**src/hdl/tfkp_pkg.sv**
```systemverilog
// Package of the ticket queue: sizes, request and status codes, item types.
// Holds the key folding function. Depends on nothing.
package tfkp_pkg;

  localparam int DEPTH       = 16;
  localparam int IDX_W       = $clog2(DEPTH);
  localparam int OCC_W       = $clog2(DEPTH + 1);
  localparam int KEY_BYTES   = 8;
  localparam int TICKET_BITS = 16;

  localparam logic [2:0] REQ_ENQ    = 3'd0;
  localparam logic [2:0] REQ_DEQ    = 3'd1;
  localparam logic [2:0] REQ_LOOKUP = 3'd2;
  localparam logic [2:0] REQ_COUNT  = 3'd3;
  localparam logic [2:0] REQ_PURGE  = 3'd4;
  localparam logic [2:0] REQ_CLEAR  = 3'd5;

  localparam logic [1:0] ST_OK    = 2'd0;
  localparam logic [1:0] ST_EMPTY = 2'd1;
  localparam logic [1:0] ST_FULL  = 2'd2;

  typedef struct packed {
    logic [2:0]  req_type;
    logic [63:0] name_key;
    logic [63:0] entry_payload;
    logic [15:0] wanted_ticket;
  } in_item_t;

  typedef struct packed {
    logic [1:0]  status;
    logic [15:0] ticket;
    logic [63:0] key_out;
    logic [63:0] payload_out;
    logic [4:0]  tally;
  } out_item_t;

  // Folds lower-case letters to upper case; bytes past the key length read as zero.
  function automatic logic [63:0] fold_key(input logic [63:0] k);
    logic [63:0] r;
    logic [7:0]  b;
    r = '0;
    for (int i = 0; i < 8; i++) begin
      b = k[8*i +: 8];
      if (b >= 8'h61 && b <= 8'h7A) begin
        b = b - 8'h20;
      end
      if (i < KEY_BYTES) begin
        r[8*i +: 8] = b;
      end
    end
    return r;
  endfunction

endpackage

```
**src/hdl/tfkp_front.sv**
```systemverilog
// Front end of the ticket queue: accepts requests, folds the key and holds
// them in a two-entry command queue for the back end. Uses tfkp_pkg.
module tfkp_front (
  input  logic               clk,
  input  logic               rst_n,
  input  logic               in_push,
  output logic               in_full,
  input  tfkp_pkg::in_item_t in_item,
  output logic               cmd_empty,
  input  logic               cmd_pop,
  output tfkp_pkg::in_item_t cmd_item
);

  tfkp_pkg::in_item_t q_r [2];
  logic               wr_ptr_r, rd_ptr_r;
  logic [1:0]         cnt_r;
  logic               do_push, do_pop;
  tfkp_pkg::in_item_t folded;

  assign in_full   = (cnt_r == 2'd2);
  assign cmd_empty = (cnt_r == 2'd0);
  assign cmd_item  = q_r[rd_ptr_r];
  assign do_push   = in_push && !in_full;
  assign do_pop    = cmd_pop && !cmd_empty;

  always_comb begin
    folded          = in_item;
    folded.name_key = tfkp_pkg::fold_key(in_item.name_key);
  end

  always_ff @(posedge clk) begin
    if (do_push) begin
      q_r[wr_ptr_r] <= folded;
    end
  end

  always_ff @(posedge clk) begin
    if (!rst_n) begin
      wr_ptr_r <= 1'b0;
      rd_ptr_r <= 1'b0;
      cnt_r    <= 2'd0;
    end else begin
      if (do_push) wr_ptr_r <= !wr_ptr_r;
      if (do_pop)  rd_ptr_r <= !rd_ptr_r;
      cnt_r <= cnt_r + {1'b0, do_push} - {1'b0, do_pop};
    end
  end

endmodule

```
**config.mk**
```make
export PLATFORM = sky130hd
export DESIGN_NAME = tfkp_front
export DESIGN_NICKNAME = d
export VERILOG_FILES = /design/src/hdl/tfkp_pkg.sv /design/src/hdl/tfkp_front.sv
export SDC_FILE = /design/constraint.sdc
export NUM_CORES = 1
export LEC_CHECK = 0
export ABC_AREA = 1
export BUFFER_PORTS_ARGS = -buffer_cell sky130_fd_sc_hd__buf_4
export CAP_MARGIN = 40
export CORE_MARGIN = 2
export CORE_UTILIZATION = 53
export DETAILED_ROUTE_END_ITERATION = 8
export PLACE_DENSITY = 0.82
export SYNTH_ARGS = -nofsm -noshare
export SYNTH_HDL_FRONTEND = slang
export SYNTH_SLANG_ARGS = --single-unit
```
**constraint.sdc**
```tcl
create_clock -name clk -period 12.1 [get_ports clk]
set_clock_uncertainty 0.1 [all_clocks]
set_input_delay 3.025 -clock clk [delete_from_list [all_inputs] [get_ports clk]]
set_output_delay 3.025 -clock clk [all_outputs]
set_load 0.005 [all_outputs]
```
==> impl_results.md, run 1 <==
* Status: finished, final reports clean
* Vias post-DR at 6885
* Antenna violations before repair at 1
* Filler Cell Count at roughly 1500
* Worst-path clk slew at roughly 0.060 ns
* Largest area contributor in the netlist: edfxtp_1
* Setup TNS at 0 ns
* Cell with the most instances after synthesis: edfxtp_1
* Syn_nets at about 870
* F_max at around 0.17 GHz
* Initial Utilization at between 50 and 60%
* H-tree depth at 1
* P_leak at between 6 and 7 nW
* Relative slew margins at approximately 40%
* Max cap viols at 0
* Fraction of layout cells with a size suffix above 1 at 47.2%
* Main synth FF type: edfxtp_1
* Port Buffers at 299
* Width of the chip at between 150 and 200 um
* CP arrival at 2.89 ns
* Critical path type: reg2out
* Cell area after synthesis at roughly 12000 um^2
* DR WL/cell at 18.4 um
* RSZ-0062 raised after global routing: no
* CTS Buffer Depth at 3
* Post-CTS Setup Bufs at 0
* Pre-CTS WS at ~6.6 ns
* Synth async-reset ratio at 0%
* Placer congestion estimate at around 0.81
* # setup viols final at 0
* Final WS setup at between 6 and 7 ns
* Die area at 23500 um^2
* Largest net degree at the start of global routing at 67
* Fin nets at 1190
* Cell Area, Placed at 14400 um^2
* Dpl hpwl at roughly 17000 um
* CTS resizes at 0
* Critical path launch point type: flip-flop
* Antenna diodes at 0
* I/O pin cnt at 300
* Post-synth top area share at 74.7%
* First-pass GRT wire length at ~37000 um
* Max Slew Vio Count at 0
* Gr ovfl total at 0
* Vias/cell at roughly 5.2
* Routed Antenna Nets at 0
* Sequential area share after synthesis at 75.5%
* Vias in the first global route at between 7000 and 8000
* Flops & latches, synth at roughly 300
* Global Route Usage Sum at between 20% and 30%
* Cts bufs inserted at 30
* Hold Buf Count CTS at 0
* Register area at about 8900 um^2
* Total routed wirelength at between 20000 and 25000 um
* Synth top area cells: edfxtp_1, mux2_2, nand2_1
* Peak supply drop at 0.134 mV
* Yosys warns at 0
* Critical path required time at between 8 and 9 ns
* Drt pass-1 iters at 4
* Min cycle time layout at between 6 and 7 ns
* Hold Path Class: reg2reg
* Critical path peak fanout at 66
* DIE HEIGHT at 153 um
* FP Rows at 54
* Synth cell types at 17
* Hold slack at about 0.36 ns
* Design area at about 15000 um^2
* Pwr Total at approximately 0.0029 W
* Actual slew at the worst max-slew pin at roughly 0.91 ns
* Commonest cells in the netlist: edfxtp_1, mux2_2, nand2_1
* Area grow syn2layout at 29.3%
* Worst skew pair latency at around 0.53 ns
* Initial DRC count at slightly above 300
* CP endpoint kind: primary output
* Post-synth EDFFs at 294
* CORE AREA at 21900 um^2
* Pwr per Cell Area at 192 nW/um^2
* Final Cycle Share at 49.7%
* Root buf cell: clkbuf_16
* Clock tree sinks at 299
* Footprint of the multi-input gates at roughly 2500 um^2
* Hold Fails Final Rpt at 0
* Syn_area_per_cell at between 15 and 20 um^2
* Post-Syn Instances at 706
* DRC at 0
* TritonCTS clock tree: done
## per-layer routing
metal  routed length (um)  track usage [%]  vias to the layer above  share of wire, %
met3                 1650             4.20                       42               6.7
met2                12500             35.4                      262                51
met5                   13                0                        -             0.053
met1                 9680             25.0                     3358                40
met4                  585             5.90                        2               2.4
li1                     -                -                     3221                 -
## critical path: stages, from the launching register on
cell	delay, ns
dfxtp_4	0.71
buf_16	0.29
buf_4	0.67
mux2_2	0.44
buf_4	0.14
## layout make-up
class / count / area share, %
tap: 280 / 2.29
clock buffer: 35 / 5.17
timing repair buffer: 307 / 15.4
inverter: 68 / 1.67
multi-input combinational: 323 / 16.2
sequential: 299 / 58.4
clock inverter: 18 / 0.851
## metrics by stage
| stage | utilization [%] | instances |
|---|---|---|
| finish | 69.9 | 1330 |
| CTS | 69.9 | 1330 |
| global route | 69.9 | 1330 |
| floorplan | - | 706 |
| detailed placement | 65.6 | 1277 |
| global placement | 65.3 | 1274 |
## registers in the layout, summed over array words and instances, names as in the netlist, named ones only
| register | cells |
|---|---|
| q_r | 294 |
| cnt_r | 2 |
| rd_ptr_r | 1 |
| wr_ptr_r | 1 |
## final timing paths
| path | start | to | slack [ns] | cells after the start |
|---|---|---|---|---|
| worst max register to register | cnt_r[1] | q_r[0][82] | 9.83 | 5 |
| worst max-delay path | flip-flop | cmd_item[18] | 6.09 | 4 |
| worst min-delay path | rd_ptr_r | flip-flop | 0.36 | 1 |
| worst min register to register | rd_ptr_r | flip-flop | 0.36 | 1 |
## kinds of logic (layout without fill, tap and decap cells)
kind of cell,count (synthesis),count (layout),synth area share [%]
XOR/XNOR,1,1,0.0741
AO/OA/AOI/OAI,4,4,0.169
adder cells (fa/ha/maj),10,10,1.06
flip-flops,299,299,75.5
AND/OR/NAND/NOR,161,161,5.58
buffers and inverters,84,428,3.63
multiplexers,147,147,14.0
## power breakdown
part           internal, W  leakage [nW]  switching, W
clock             0.000504         0.452      0.000355
combinational     0.000386          2.81      0.000314
sequential         0.00133          2.79     0.0000539
total              0.00222          6.06      0.000723
## layout by cell type (no fill, tap or decap)
cell type	netlist	layout
buf_4	0	304
edfxtp_1	294	294
mux2_2	147	147
nand2_1	82	82
inv_1	68	68
nor2_1	48	46
clkbuf_16	0	31
nand3_1	18	18
nand4_1	11	11
clkinv_1	0	11
ha_1	10	10
clkinv_2	0	4
clkbuf_1	0	4
dfxtp_1	5	4
nor2_4	0	2
a21oi_1	2	2
bufinv_16	0	2
buf_12	0	2
xnor2_1	1	1
o21ai_1	1	1
or2_2	1	1
and2_1	1	1
o21ai_0	1	1
dfxtp_4	0	1
clkinv_4	0	1
buf_16	0	1
Note: power is estimated with default switching activity, not from simulation.
==> inputs of run 2 (changes only) <==
Settings changed: CORE_UTILIZATION 53 to 48, PLACE_DENSITY 0.82 to 0.78.
Clock period 12.1 ns to 5.38 ns, I/O delays scaled along.
==> run 2 against run 1 <==
Flip-flop and latch count is the same. First-iteration DRC count grew 22%. Non-clock buffer count grew 1. Critical path depth is the same. Global-route usage shrank 2.2 points. Combinational power grew 130%. Sequential share of layout area shrank 0.37 points. Critical path type unchanged. Critical endpoint is now cmd_item[136]. Largest power group unchanged. Highest routed layer unchanged.
==> impl_results.md, run 2 (synthesis results as in run 1) <==
* Filler Cell Count at around 1800
* Hold Buf Count CTS at 0
* Actual slew at the worst max-slew pin at between 0.5 and 0.6 ns
* Cts bufs inserted at 30
* Routed Antenna Nets at 0
* Fin util at around 63%
* P_leak at ~6 nW
* # setup viols final at 0
* Biggest regs: q_r x294, cnt_r x2
* Dpl hpwl at approximately 17000 um
* Hold Path Class: reg2reg
* Register name with the most flops: q_r
* F_max at 0.263 GHz
* DIE HEIGHT at approximately 160 um
* Antenna diodes at 0
* Pwr per Cell Area at approximately 430 nW/um^2
* Area grow syn2layout at 30.1%
* I/O pin cnt at 300
* Worst-path clk slew at 0.06 ns
* CP endpoint kind: primary output
* Post-CTS Setup Bufs at 0
* CTS resizes at 0
* Max cap viols at 0
* Width of the chip at roughly 160 um
* Initial DRC count at ~380
* Critical path peak fanout at 49
* Placer congestion estimate at about 0.8
* Max Slew Vio Count at 0
* CP arrival at 2.35 ns
* First-pass GRT wire length at approximately 36000 um
* Global Route Usage Sum at between 15 and 20%
* Total routed wirelength at ~24000 um
* Vias/cell at around 5.0
* Clock tree sinks at 299
* Footprint of the multi-input gates at between 2000 and 2500 um^2
* CTS Buffer Depth at 3
* Fin nets at roughly 1200
* Critical path type: reg2out
* Peak supply drop at roughly 0.24 mV
* H-tree depth at 1
* Initial Utilization at between 40% and 50%
* RSZ-0062 raised after global routing: no
* Most frequent cells in the layout: buf_4, edfxtp_1, mux2_2
* Drt pass-1 iters at 4
* Min cycle time layout at about 3.8 ns
* Vias post-DR at about 6800
* Status: finished, final reports clean
* DR WL/cell at approximately 17 um
* TritonCTS clock tree: done
* Hold slack at 0.344 ns
* Final Cycle Share at between 70 and 80%
* Root buf cell: clkbuf_16
* Critical path launch point type: flip-flop
* Most common cell after layout, fill and taps aside: buf_4
* Largest net degree at the start of global routing at 71
* Port Buffers at approximately 300
* Critical path required time at a little under 4 ns
* Gr ovfl total at 0
* Vias in the first global route at roughly 7000
* Register area at slightly below 9000 um^2
* CORE AREA at between 20000 and 25000 um^2
* Hold Fails Final Rpt at 0
* FP Rows at 57
* Relative slew margins at between 60% and 70%
* Fraction of layout cells with a size suffix above 1 at 47.7%
* DRC at 0
* Worst skew pair latency at 0.54 ns
* Antenna violations before repair at 1
* Largest register FFs at between 200 and 300
* Die area at 25900 um^2
[run 2: worst paths after layout]
| check | to | slack (ns) | cells past startpoint | start |
|---|---|---|---|---|
| max | cmd_item[136] | 1.58 | 4 | flip-flop |
| min | flip-flop | 0.34 | 1 | rd_ptr_r |
| max reg2reg | q_r[0][92] | 3.20 | 5 | cnt_r[1] |
| min reg2reg | flip-flop | 0.34 | 1 | rd_ptr_r |
[run 2: layout make-up]
cell class	instances	share of cell area (%)
timing repair buffer	308	15.6
multi-input combinational	323	16.1
clock inverter	13	0.423
sequential	299	58.0
tap	324	2.63
clock buffer	42	5.50
inverter	68	1.66
[run 2: per-layer routing]
metal / share of wire, % / global-route usage, % / routed length (um) / vias to the layer above
met3: 6.2 / 3.54 / 1460 / 48
met2: 52 / 31.9 / 12400 / 233
li1: - / - / - / 3223
met5: 0.051 / 0 / 12 / -
met1: 39 / 21.3 / 9140 / 3318
met4: 3.2 / 6.74 / 750 / 2
[run 2: stage by stage]
step                      setup WS (ns)  TNS (ns)  total power (W)  instances  instance area (um^2)
after floorplan                  -0.493   -142.39          0.00396        706                 11800
after global placement             1.92         0          0.00469       1320                 14400
after detailed placement           2.13         0          0.00476       1322                 14500
after CTS                          1.56         0          0.00666       1377                 15400
after global routing               1.46         0          0.00689       1377                 15400
final                              1.58         0          0.00658       1377                 15400
[run 2: critical path, stage by stage, from the launching register on]
cell and delay [ns]:
dfxtp_4 0.50, buf_16 0.27, buf_4 0.43, mux2_2 0.39
buf_4 0.14
[run 2: power by group]
group / internal, W / switching [W] / leakage, nW / total, W
combinational: 0.000890 / 0.000723 / 2.83 / 0.00161
clock: 0.00109 / 0.000806 / 0.447 / 0.00190
sequential: 0.00298 / 0.0000986 / 2.79 / 0.00307
